**src/rlfe_pkg.sv**
```systemverilog
// rlfe_pkg: shared types and constants for the RGB LED fade engine.
// No dependencies.
package rlfe_pkg;

    localparam int NUM_LEDS_DEF    = 16;
    localparam int TICK_PERIOD_RST = 10;
    localparam int GAIN_SHIFT      = 10;
    localparam int CH_MAX          = 255;

    localparam logic REQ_SET  = 1'b0;
    localparam logic REQ_TICK = 1'b1;

    typedef enum logic [3:0] {
        S_IDLE,
        S_SET_RD,
        S_SET_LAT,
        S_SET_DIV,
        S_TICK_RD,
        S_TICK_LAT,
        S_TICK_EVAL,
        S_TICK_MUL,
        S_TICK_DIV,
        S_TICK_NEXT,
        S_EMIT_RD,
        S_EMIT_LD,
        S_EMIT_OUT
    } state_t;

    // one LED's fade record, channel order r, g, b
    typedef struct packed {
        logic [2:0][7:0] pix;
        logic [2:0][7:0] start;
        logic [2:0][7:0] tgt;
        logic [15:0]     elapsed;
        logic [15:0]     len;
    } entry_t;

endpackage

```
**src/rlfe_div.sv**
```systemverilog
// rlfe_div: restoring shift-subtract divider, one quotient bit per cycle.
// Uses rlfe_pkg for house conventions only.
module rlfe_div
    import rlfe_pkg::*;
#(
    parameter int N = 16,   // dividend width
    parameter int D = 10,   // divisor width
    parameter int Q = 16    // quotient bits; dividend must stay below divisor << Q
)
(
    input  logic         clk,
    input  logic         rst_n,
    input  logic         start,
    input  logic [N-1:0] dividend,
    input  logic [D-1:0] divisor,
    output logic         busy,
    output logic [Q-1:0] quotient
);

    localparam int W  = (N > D + Q - 1) ? N : D + Q - 1;
    localparam int CW = $clog2(Q + 1);

    logic [W-1:0]  rem_reg;
    logic [W-1:0]  dsh_reg;
    logic [Q-1:0]  q_reg;
    logic [CW-1:0] cnt_reg;
    logic          busy_reg;
    logic          ge;

    assign ge = (rem_reg >= dsh_reg);

    always_ff @(posedge clk or negedge rst_n)
    begin
        if (!rst_n)
        begin
            busy_reg <= 1'b0;
            cnt_reg  <= '0;
        end
        else if (start)
        begin
            busy_reg <= 1'b1;
            cnt_reg  <= CW'(Q);
        end
        else if (busy_reg)
        begin
            cnt_reg <= cnt_reg - CW'(1);
            if (cnt_reg == CW'(1))
                busy_reg <= 1'b0;
        end
    end

    always_ff @(posedge clk)
    begin
        if (start)
        begin
            rem_reg <= W'(dividend);
            dsh_reg <= W'(divisor) << (Q - 1);
            q_reg   <= '0;
        end
        else if (busy_reg)
        begin
            if (ge)
                rem_reg <= rem_reg - dsh_reg;
            q_reg   <= {q_reg[Q-2:0], ge};
            dsh_reg <= dsh_reg >> 1;
        end
    end

    assign busy     = busy_reg;
    assign quotient = q_reg;

endmodule

```
**src/rgb_led_fade_engine.sv**
```systemverilog
// rgb_led_fade_engine: per-LED linear RGB fade table with frame output.
// Depends on rlfe_pkg and rlfe_div.
//
// One request is handled at a time. A set request waits on the 16-step
// divider that turns fade_ms into a tick count. A tick request sweeps the
// LED table held in one memory (registered read), LED by LED; a fading LED
// short of its end also waits on the 8-step channel dividers. It then emits
// a frame of NUM_LEDS results, each read from the table and held until taken,
// so the output can stall the frame. A tick that changes nothing and follows
// no set emits no frame. The configuration write is always ready.
module rgb_led_fade_engine
    import rlfe_pkg::*;
#(
    parameter int NUM_LEDS = NUM_LEDS_DEF
)
(
    input  logic        clk,
    input  logic        rst_n,
    input  logic        in_valid,
    output logic        in_ready,
    input  logic        req_type,
    input  logic [7:0]  led_index,
    input  logic [7:0]  red_in,
    input  logic [7:0]  green_in,
    input  logic [7:0]  blue_in,
    input  logic [15:0] brightness,
    input  logic [15:0] fade_ms,
    input  logic [7:0]  tick_count,
    output logic        out_valid,
    input  logic        out_ready,
    output logic [5:0]  pixel_index,
    output logic [7:0]  red_out,
    output logic [7:0]  green_out,
    output logic [7:0]  blue_out,
    output logic        frame_last,
    input  logic        cfg_valid,
    output logic        cfg_ready,
    input  logic [9:0]  cfg_data
);

    localparam int IW = (NUM_LEDS > 1) ? $clog2(NUM_LEDS) : 1;
    localparam logic [IW-1:0] LAST_IDX = IW'(NUM_LEDS - 1);

    state_t state_reg, state_next;

    entry_t        mem [NUM_LEDS];
    logic          vld_reg [NUM_LEDS];
    logic [IW-1:0] rd_addr;
    entry_t        rd_data_reg;
    logic          rd_vld_reg;
    entry_t        rd_entry;
    logic          wr_en;
    entry_t        wr_data;

    logic [IW-1:0]  idx_reg;
    logic [2:0][7:0] col_in_reg;
    logic [15:0]    bright_reg;
    logic [15:0]    fms_reg;
    logic [7:0]     adv_reg;
    logic [9:0]     period_reg;
    logic           dirty_reg;
    logic           changed_reg;
    entry_t         ent_reg;
    logic [2:0][7:0] tgt_reg;
    logic [15:0]    e_reg;

    logic           in_acc;
    logic           out_acc;
    logic           out_valid_reg;
    logic [5:0]     pix_idx_reg;
    logic [2:0][7:0] pix_out_reg;
    logic           last_reg;

    // dividers
    logic           len_start;
    logic           len_busy;
    logic [15:0]    len_q;
    logic [9:0]     per_eff;
    logic           ch_start;
    logic [2:0]     ch_busy;
    logic [2:0][7:0] ch_q;
    logic [2:0][23:0] ch_num;
    logic [2:0]     ch_up;

    logic [16:0]    e_sum;
    logic [15:0]    e_clamp;

    assign in_ready  = (state_reg == S_IDLE);
    assign cfg_ready = 1'b1;
    assign in_acc    = in_valid && in_ready;
    assign out_acc   = out_valid_reg && out_ready;
    assign per_eff   = (period_reg == 10'd0) ? 10'd1 : period_reg;
    assign rd_entry  = rd_vld_reg ? rd_data_reg : '0;

    always_ff @(posedge clk or negedge rst_n)
    begin
        if (!rst_n)
            period_reg <= 10'(TICK_PERIOD_RST);
        else if (cfg_valid && cfg_ready)
            period_reg <= cfg_data;
    end

    // LED table memory; entries never written read as zero via valid bits
    always_ff @(posedge clk)
    begin
        if (wr_en)
            mem[idx_reg] <= wr_data;
        rd_data_reg <= mem[rd_addr];
    end

    always_ff @(posedge clk or negedge rst_n)
    begin
        if (!rst_n)
        begin
            for (int i = 0; i < NUM_LEDS; i++)
                vld_reg[i] <= 1'b0;
            rd_vld_reg <= 1'b0;
        end
        else
        begin
            if (wr_en)
                vld_reg[idx_reg] <= 1'b1;
            rd_vld_reg <= vld_reg[rd_addr];
        end
    end

    rlfe_div #(.N(16), .D(10), .Q(16)) u_len_div
    (
        .clk      (clk),
        .rst_n    (rst_n),
        .start    (len_start),
        .dividend (fms_reg),
        .divisor  (per_eff),
        .busy     (len_busy),
        .quotient (len_q)
    );

    for (genvar c = 0; c < 3; c++)
    begin : g_ch
        assign ch_up[c]  = (ent_reg.tgt[c] >= ent_reg.start[c]);
        assign ch_num[c] = 24'(ch_up[c] ? 8'(ent_reg.tgt[c] - ent_reg.start[c])
                                        : 8'(ent_reg.start[c] - ent_reg.tgt[c]))
                           * 24'(e_reg);
        rlfe_div #(.N(24), .D(16), .Q(8)) u_ch_div
        (
            .clk      (clk),
            .rst_n    (rst_n),
            .start    (ch_start),
            .dividend (ch_num[c]),
            .divisor  (ent_reg.len),
            .busy     (ch_busy[c]),
            .quotient (ch_q[c])
        );
    end

    assign e_sum   = {1'b0, ent_reg.elapsed} + 17'(adv_reg);
    assign e_clamp = (e_sum > {1'b0, ent_reg.len}) ? ent_reg.len : e_sum[15:0];

    always_ff @(posedge clk or negedge rst_n)
    begin
        if (!rst_n)
            state_reg <= S_IDLE;
        else
            state_reg <= state_next;
    end

    always_comb
    begin
        state_next = state_reg;
        rd_addr    = idx_reg;
        wr_en      = 1'b0;
        wr_data    = ent_reg;
        len_start  = 1'b0;
        ch_start   = 1'b0;
        unique case (state_reg)
            S_IDLE:
            begin
                if (in_acc)
                begin
                    if (req_type == REQ_SET)
                    begin
                        if (led_index < 8'(NUM_LEDS))
                            state_next = S_SET_RD;
                    end
                    else if (tick_count != 8'd0 || dirty_reg)
                        state_next = S_TICK_RD;
                end
            end
            S_SET_RD:
            begin
                len_start  = 1'b1;
                state_next = S_SET_LAT;
            end
            S_SET_LAT:
                state_next = S_SET_DIV;
            S_SET_DIV:
            begin
                if (!len_busy)
                begin
                    wr_en         = 1'b1;
                    wr_data.start = ent_reg.pix;
                    wr_data.tgt   = tgt_reg;
                    wr_data.elapsed = 16'd0;
                    if (fms_reg == 16'd0)
                    begin
                        wr_data.pix = tgt_reg;
                        wr_data.len = 16'd0;
                    end
                    else
                        wr_data.len = (len_q == 16'd0) ? 16'd1 : len_q;
                    state_next = S_IDLE;
                end
            end
            S_TICK_RD:
                state_next = S_TICK_LAT;
            S_TICK_LAT:
                state_next = S_TICK_EVAL;
            S_TICK_EVAL:
            begin
                if (ent_reg.elapsed < ent_reg.len)
                begin
                    if (e_clamp == ent_reg.len)
                    begin
                        wr_en           = 1'b1;
                        wr_data.elapsed = e_clamp;
                        wr_data.pix     = ent_reg.tgt;
                        state_next      = S_TICK_NEXT;
                    end
                    else
                        state_next = S_TICK_MUL;
                end
                else
                begin
                    if (ent_reg.len != 16'd0)
                    begin
                        wr_en       = 1'b1;
                        wr_data.pix = ent_reg.tgt;
                        wr_data.len = 16'd0;
                    end
                    state_next = S_TICK_NEXT;
                end
            end
            S_TICK_MUL:
            begin
                ch_start   = 1'b1;
                state_next = S_TICK_DIV;
            end
            S_TICK_DIV:
            begin
                if (ch_busy == 3'b000)
                begin
                    wr_en           = 1'b1;
                    wr_data.elapsed = e_reg;
                    for (int c = 0; c < 3; c++)
                        wr_data.pix[c] = ch_up[c] ? 8'(ent_reg.start[c] + ch_q[c])
                                                  : 8'(ent_reg.start[c] - ch_q[c]);
                    state_next = S_TICK_NEXT;
                end
            end
            S_TICK_NEXT:
            begin
                if (idx_reg == LAST_IDX)
                    state_next = (changed_reg || dirty_reg) ? S_EMIT_RD : S_IDLE;
                else
                    state_next = S_TICK_RD;
            end
            S_EMIT_RD:
                state_next = S_EMIT_LD;
            S_EMIT_LD:
                state_next = S_EMIT_OUT;
            S_EMIT_OUT:
            begin
                if (out_acc)
                    state_next = last_reg ? S_IDLE : S_EMIT_RD;
            end
            default:
                state_next = S_IDLE;
        endcase
    end

    always_ff @(posedge clk or negedge rst_n)
    begin
        if (!rst_n)
        begin
            idx_reg       <= '0;
            dirty_reg     <= 1'b0;
            changed_reg   <= 1'b0;
            out_valid_reg <= 1'b0;
        end
        else
        begin
            case (state_reg)
                S_IDLE:
                begin
                    if (in_acc)
                    begin
                        if (req_type == REQ_SET)
                        begin
                            idx_reg <= IW'(led_index);
                            if (led_index < 8'(NUM_LEDS))
                                dirty_reg <= 1'b1;
                        end
                        else
                            idx_reg <= '0;
                        changed_reg <= 1'b0;
                    end
                end
                S_TICK_EVAL:
                begin
                    if (ent_reg.elapsed < ent_reg.len)
                        changed_reg <= 1'b1;
                    else if (ent_reg.len != 16'd0 && ent_reg.pix != ent_reg.tgt)
                        changed_reg <= 1'b1;
                end
                S_TICK_NEXT:
                begin
                    if (idx_reg == LAST_IDX)
                    begin
                        idx_reg   <= '0;
                        dirty_reg <= 1'b0;
                    end
                    else
                        idx_reg <= idx_reg + IW'(1);
                end
                S_EMIT_LD:
                    out_valid_reg <= 1'b1;
                S_EMIT_OUT:
                begin
                    if (out_acc)
                    begin
                        out_valid_reg <= 1'b0;
                        if (!last_reg)
                            idx_reg <= idx_reg + IW'(1);
                    end
                end
                default:
                begin
                end
            endcase
        end
    end

    // payload registers
    always_ff @(posedge clk)
    begin
        if (in_acc)
        begin
            col_in_reg <= {blue_in, green_in, red_in};
            bright_reg <= brightness;
            fms_reg    <= fade_ms;
            adv_reg    <= tick_count;
        end
        if (state_reg == S_SET_RD)
        begin
            for (int c = 0; c < 3; c++)
            begin
                logic [23:0] prod;
                prod = 24'(col_in_reg[c]) * 24'(bright_reg);
                tgt_reg[c] <= (|prod[23:GAIN_SHIFT+8]) ? 8'(CH_MAX)
                                                       : prod[GAIN_SHIFT+7:GAIN_SHIFT];
            end
        end
        if (state_reg == S_SET_LAT || state_reg == S_TICK_LAT)
            ent_reg <= rd_entry;
        if (state_reg == S_TICK_EVAL)
            e_reg <= e_clamp;
        if (state_reg == S_EMIT_LD)
        begin
            pix_idx_reg <= 6'(idx_reg);
            pix_out_reg <= rd_entry.pix;
            last_reg    <= (idx_reg == LAST_IDX);
        end
    end

    assign out_valid   = out_valid_reg;
    assign pixel_index = pix_idx_reg;
    assign red_out     = pix_out_reg[0];
    assign green_out   = pix_out_reg[1];
    assign blue_out    = pix_out_reg[2];
    assign frame_last  = last_reg;

endmodule

```
**config.mk**
```make
export PLATFORM = sky130hd
export DESIGN_NAME = rgb_led_fade_engine
export DESIGN_NICKNAME = d
export VERILOG_FILES = /design/src/rlfe_pkg.sv /design/src/rlfe_div.sv /design/src/rgb_led_fade_engine.sv
export SDC_FILE = /design/constraint.sdc
export NUM_CORES = 2
export LEC_CHECK = 0
export CORE_MARGIN = 2
export CORE_UTILIZATION = 60
export DETAILED_ROUTE_END_ITERATION = 7
export DONT_BUFFER_PORTS = 1
export PLACE_DENSITY = 0.75
export SYNTH_ARGS = -nofsm -noshare
export SYNTH_HDL_FRONTEND = slang
export SYNTH_SLANG_ARGS = --single-unit
```
**constraint.sdc**
```tcl
create_clock -name clk -period 14.5 [get_ports clk]
set_clock_uncertainty 0.2 [all_clocks]
set_input_delay 1.45 -clock clk [delete_from_list [all_inputs] [get_ports clk]]
set_output_delay 1.45 -clock clk [all_outputs]
set_load 0.01 [all_outputs]
```
Yosys cells after proc, flatten, opt, wreduce, memory -nomap -nowiden. Memories as Yosys holds them, arrays and structs flattened. A register that Yosys moved wholly into a read port is not among the register bits. Index checks and enable logic that the tools add are counted.

$lt $le $gt $ge: 12. Bitwise gates (word level): 2. Add/subtract/negate cells: 22. Equal/unequal tests: 30. Mux-type cells: 111. Multiply operators: 6. Reduce and logical (&&, ||, !) cells: 39.

Operator list (count): 24-bit two-way mux (14); 104-bit two-way mux (2); 16-bit two-way mux (11); 8-bit by 16-bit multiplier with 24-bit output (6); 23-bit two-way mux (6); 4-bit two-way mux (23); 24-bit by 23-bit >= comparator with 1-bit output (3); 24-bit case mux with 3 select lines (1); 24-bit by 23-bit subtractor with 24-bit output (3); 8-bit subtractor (9); 4-bit case mux with 13 select lines (1); 25-bit two-way mux (2); 48-bit two-way mux (1); 8-bit two-way mux (6); 16-bit case mux with 3 select lines (1); 16-bit logical NOT (2); 1-bit two-way mux (32); 16-bit case mux with 2 select lines (1); 25-bit >= comparator (1); 25-bit subtractor (1); 8-bit adder (3); 4-bit == test, second input constant (6); 8-bit >= comparator (3); 24-bit != test (1); 43 further kinds (83).

Flip-flop bits (word level): 527. Input bits: 88. Output and inout port bits: 34. Logic and storage cells: 297. Memories: 1. RAM bits: 1664.

Memory list: mem (words 16, width 104, rd ports 1, clocked after memory_dff 1, write ports 1, RTL line rgb_led_fade_engine.sv:46) `entry_t mem [NUM_LEDS];`.

Logic depth before layout (Yosys ltp).
Depth after elaboration: 9. Mapped depth: 33. Depth with buffers taken out: 31.

Cells and area by module. From an unflattened synthesis, not the netlist that was laid out.

Cells, all modules: 8826. Area, all modules: 122715.2 µm².

Modules (own cells, without submodules): rgb_led_fade_engine (area each 106875.0 µm², cells an instance 7086, times used 1, seq. area each 60120.2 µm²); rlfe_div at g_ch[0].u_ch_div ... (area each 3908.7 µm², cells an instance 433, times used 3, seq. area each 1626.6 µm²); rlfe_div at u_len_div (area each 4113.9 µm², cells an instance 441, times used 1, seq. area each 1731.7 µm²).

Worst setup path before layout. Ideal clock, no wire load.

Path type: register to register. Start: register ent_reg[16] (netlist bit). End: memory mem[10][0] (netlist bit) (enable). Buffers on the path: 1. Clock period less this slack: 11.670 ns. Arrival: 10.749 ns. Library setup time: 0.721 ns. Data required time: 13.579 ns. Cell stages (with the launch flop): 20. Setup slack: 2.830 ns. Cells stage by stage: edfxtp_1 -> ha_1 -> inv_1 -> fa_1 -> nor2b_1 -> o211ai_2 -> a21oi_1 -> nor2_1 -> xnor2_1 -> ha_1 -> a21o_1 -> a21o_1 -> a211oi_1 -> o21bai_1 -> a221oi_1 -> o21ai_1 -> a21o_1 -> clkbuf_1 -> o21ai_1 -> a211oi_1.

Longest elaborated chain between the ends: 9. Elaborated cells on any way between the ends: 10.

RTL lines: start, declared (RTL line rgb_led_fade_engine.sv:63) `entry_t ent_reg;`; start signal, assigned (RTL line rgb_led_fade_engine.sv:364) `ent_reg <= rd_entry;`; 16-bit by 8-bit adder with 17-bit output (RTL line rgb_led_fade_engine.sv:156) `assign e_sum = {1'b0, ent_reg.elapsed} + 17'(adv_reg);`; 17-bit by 16-bit > comparator with 1-bit output (RTL line rgb_led_fade_engine.sv:157) `assign e_clamp = (e_sum > {1'b0, ent_reg.len}) ? ent_reg.len : e_sum[15:0];`; 16-bit two-way mux (RTL line rgb_led_fade_engine.sv:157); 16-bit == test (RTL line rgb_led_fade_engine.sv:222) `if (e_clamp == ent_reg.len)`; 1-bit two-way mux (RTL line rgb_led_fade_engine.sv:222); 1-bit two-way mux * (RTL line rgb_led_fade_engine.sv:220) `if (ent_reg.elapsed < ent_reg.len)`; 1-bit case mux with 3 select lines * (RTL line rgb_led_fade_engine.sv:175) `unique case (state_reg)`; 1-bit two-way mux * (RTL line rgb_led_fade_engine.sv:106) `if (wr_en)`; 1-bit two-way mux (implied by the code) * (RTL line rgb_led_fade_engine.sv:107) `mem[idx_reg] <= wr_data;`; end, declared (RTL line rgb_led_fade_engine.sv:46).

Mark *: on every way between the ends. The rest lies on a longest branch, timed or not.

Final worst setup path.
Start: register ent_reg[40] (netlist bit). End: register g_ch[1].u_ch_div.rem_reg[23], data pin.

Longest elaborated chain between the ends: 4. Elaborated cells on any way between the ends: 6.

RTL lines: 8-bit subtractor, or another cell as far along (RTL line rgb_led_fade_engine.sv:142) `: 8'(ent_reg.start[c] - ent_reg.tgt[c]))`; 8-bit two-way mux * (RTL line rgb_led_fade_engine.sv:141) `assign ch_num[c] = 24'(ch_up[c] ? 8'(ent_reg.tgt[c] - ent_reg.start[c])`; 8-bit by 16-bit multiplier with 24-bit output * (RTL line rgb_led_fade_engine.sv:143) `* 24'(e_reg);`; 24-bit two-way mux * (RTL line rlfe_div.sv:54) `if (start)`; end signal, assigned (RTL line rlfe_div.sv:56) `rem_reg <= W'(dividend);`; end signal, assigned (RTL line rlfe_div.sv:63) `rem_reg <= rem_reg - dsh_reg;`; end, declared (RTL line rlfe_div.sv:23) `logic [W-1:0] rem_reg;`.

Marks and branches as above. A chain may end at the register's enable or synchronous reset.

==> run summary <==
Reg2reg path depth = 30
Setup_tns = 0 ns
Synth warn = 0
Post-synthesis mux area share = 0.112
Crit path kind = register to register
WL final = 315000 µm
Sequential-to-total area share from yosys stat = 0.555
Status = complete, no violations
Worst r2r dst = g_ch[1].u_ch_div.rem_reg[23]
Simple logic cell fraction of the synthesized area = 0.0839
Number of remaining DRC errors = 0
Area share of the largest cell type after synthesis = 0.512
Die Wd = 452 µm
Initial antenna violation count = 10
Vias in the first global route = 75000
Layout cells sized above 1 = 0.140
Flop2flop setup slack = 5.15 ns
Fmax = 107 MHz
Post-synth EDFFs = 2047
Synth area leaders = edfxtp_1 (51%), mux4_2 (9.8%), fa_1 (8.6%), ha_1 (4.9%), dfxtp_1 (3.1%)
WL/cell = 27.8 µm
GR Overflow Total = 0
Cells after Synth = 8415
Worst Setup End Kind = register
Netlist Area Pre-Place = 120000 µm²
Hold WC Path Type = primary input to asynchronous set/reset pin
Max-cap violation count = 0
CTS H-Tree Depth = 4
Reg2reg start = ent_reg[40]
Max Transition Viols Final = 0
Finish-stage setup viols = 0
Clock Latency Late Sink = 0.92 ns
Die area = 204000 µm²
Top_reg_cell synth = edfxtp_1
Crit-path leading delay family = compound AO/OA/AOI/OAI gates
Adder-cell area share of the yosys netlist = 0.135
IO Port Bufs = 0
Post-synth ARST share = 0.0257
Element type at the critical path start = register
Initial DRC count = 8486
Arr. time, crit path = 9.73 ns
Largest register FFs = 1664
Area delta synth->final = 9.85%
Part of the cycle the worst path needs = 0.645
I/O Pins = 122
GPL Wtd Cong = 0.922
Root buf cell = clkbuf_16
Pin slew with the least headroom to its limit = 1.44 ns
RSZ-0062 raised after global routing = no
Max-slew headroom = 0.0358
Slowest CP cell = xor2_1
Largest stage delay, worst path = 0.89 ns
Worst Path Max Fanout = 16
Syn avg cell area = 14.3 µm²
Tmin final = 9.35 ns
Vias after detailed routing = 72700
Pre-antenna DRT Iters = 7
First-pass GRT wire length = 474000 µm
Largest net degree at the start of global routing = 126
Post-synthesis compound-gate area fraction = 0.0574
Distinct cell type count after synthesis = 91
Starting Density = 0.602
Mean number of vias per cell = 6.42
Critical Path RT = 14.88 ns
Cts bufs inserted = 223
Yosys reg bits = 2295
Largest area contributor in the netlist = edfxtp_1
# nets final = 9539
Clk sinks = 2295
Post-DP HPWL = 191000 µm
Routed Antenna Nets = 0
CTS tree = done
Buf/Inv on CP = 5
Clock slew at reported path FFs = 0.07 ns
Hold Vio Cnt, Final = 0
XOR/XNOR share of the synthesized area = 0.0191
Clock Tree Buf Depth = 3
Die Ht = 452 µm
Post-CTS resize count = 0
Row count = 164
Main combinational cell family by area after synthesis = adder cells
Aggregate global-route resource usage = 0.311
Core area = 199000 µm²
-- how the worst max path moves through the flow --
stage	cells after the start	to	from	slack [ns]
floorplan	19	mem[10][0]	ent_reg[16]	2.83
global placement	29	g_ch[2].u_ch_div.rem_reg[23]	ent_reg[48]	5.49
detailed placement	28	g_ch[1].u_ch_div.rem_reg[23]	ent_reg[40]	5.39
CTS	28	g_ch[1].u_ch_div.rem_reg[23]	ent_reg[40]	5.25
global route	28	g_ch[1].u_ch_div.rem_reg[23]	ent_reg[40]	4.37
finish	30	g_ch[1].u_ch_div.rem_reg[23]	ent_reg[40]	5.15
-- kinds of logic after synthesis --
kind of cell | count (synthesis)
other cells | 2
xor+xnor | 261
fa+ha+maj | 984
flops | 2295
simple gates | 1962
mux | 685
compound gates | 1039
buf+inv | 1187
-- timing repair --
item,4_1_cts,5_1_grt
endpoints found under the hold margin,45,0
hold buffers,2,0
setup buffers,0,0
-- layout by cell type (no fill, tap or decap), types with 71 or more instances in the layout --
master / n
and2_1: 542
xor2_1: 108
ha_1: 469
edfxtp_1: 2047
dfxtp_1: 189
o21ai_0: 241
nand2_1: 495
buf_4: 199
inv_1: 803
nor2_1: 338
nand3_1: 71
mux4_2: 525
fa_1: 515
a21oi_1: 224
clkbuf_16: 225
xnor2_1: 152
nor2b_1: 154
nor3_1: 91
mux2i_1: 142
-- layer usage --
metal  track usage  share of wire
met5             0        0.00022
met3        0.0494          0.087
met4         0.129          0.046
met2         0.509           0.49
met1         0.421           0.38
-- Yosys cell counts (all sizes together), types with 15 or more instances --
cell type and n:
a2111oi 15, o21ai 250, clkbuf 294, a211oi 58
o211ai 21, xor2 108, o221ai 30, nand2 495
o21bai 28, a21oi 241, xnor2 152, mux2 18
dfxtp 189, buf 88, inv 805, mux4 525
a22o 23, nor2 344, a31oi 36, o22ai 27
nor4 59, nor3 102, a21o 60, fa 515
nand3 72, and3 21, or3 17, a21boi 17
edfxtp 2047, mux2i 142, ha 469, o31ai 43
nor2b 154, dfrtp 57, nand4 33, o21a 62
nand2b 62, and2 544
-- final cells by class --
cell class / count / area, µm²
fillers: 13600 / 67500
flip-flops and latches: 2295 / 66800
inverters: 805 / 3020
clock inverters: 128 / 1760
diodes: 6 / 15.0
well taps: 2656 / 3320
repair buffers: 208 / 1670
multi-input cells: 4934 / 49300
clock buffers: 298 / 6180
-- metrics by stage --
| stage | std cells | instance area [µm²] | util | setup WS (ns) | hold WS [ns] |
|---|---|---|---|---|---|
| after global placement | 10900 | 124000 | 0.622 | 5.49 | 0.248 |
| after detailed placement | 10900 | 124000 | 0.622 | 5.39 | 0.262 |
| after CTS | 11300 | 132000 | 0.662 | 5.25 | 0.0267 |
| after floorplan | 8416 | 120000 | - | 2.83 | 0.235 |
| after global routing | 11300 | 132000 | 0.662 | 4.37 | 0.0568 |
| final | 11300 | 132000 | 0.662 | 5.15 | 0.0898 |
Power is not shown: default switching activity piles up to over one toggle a cycle in this logic, so the estimate is an artifact.
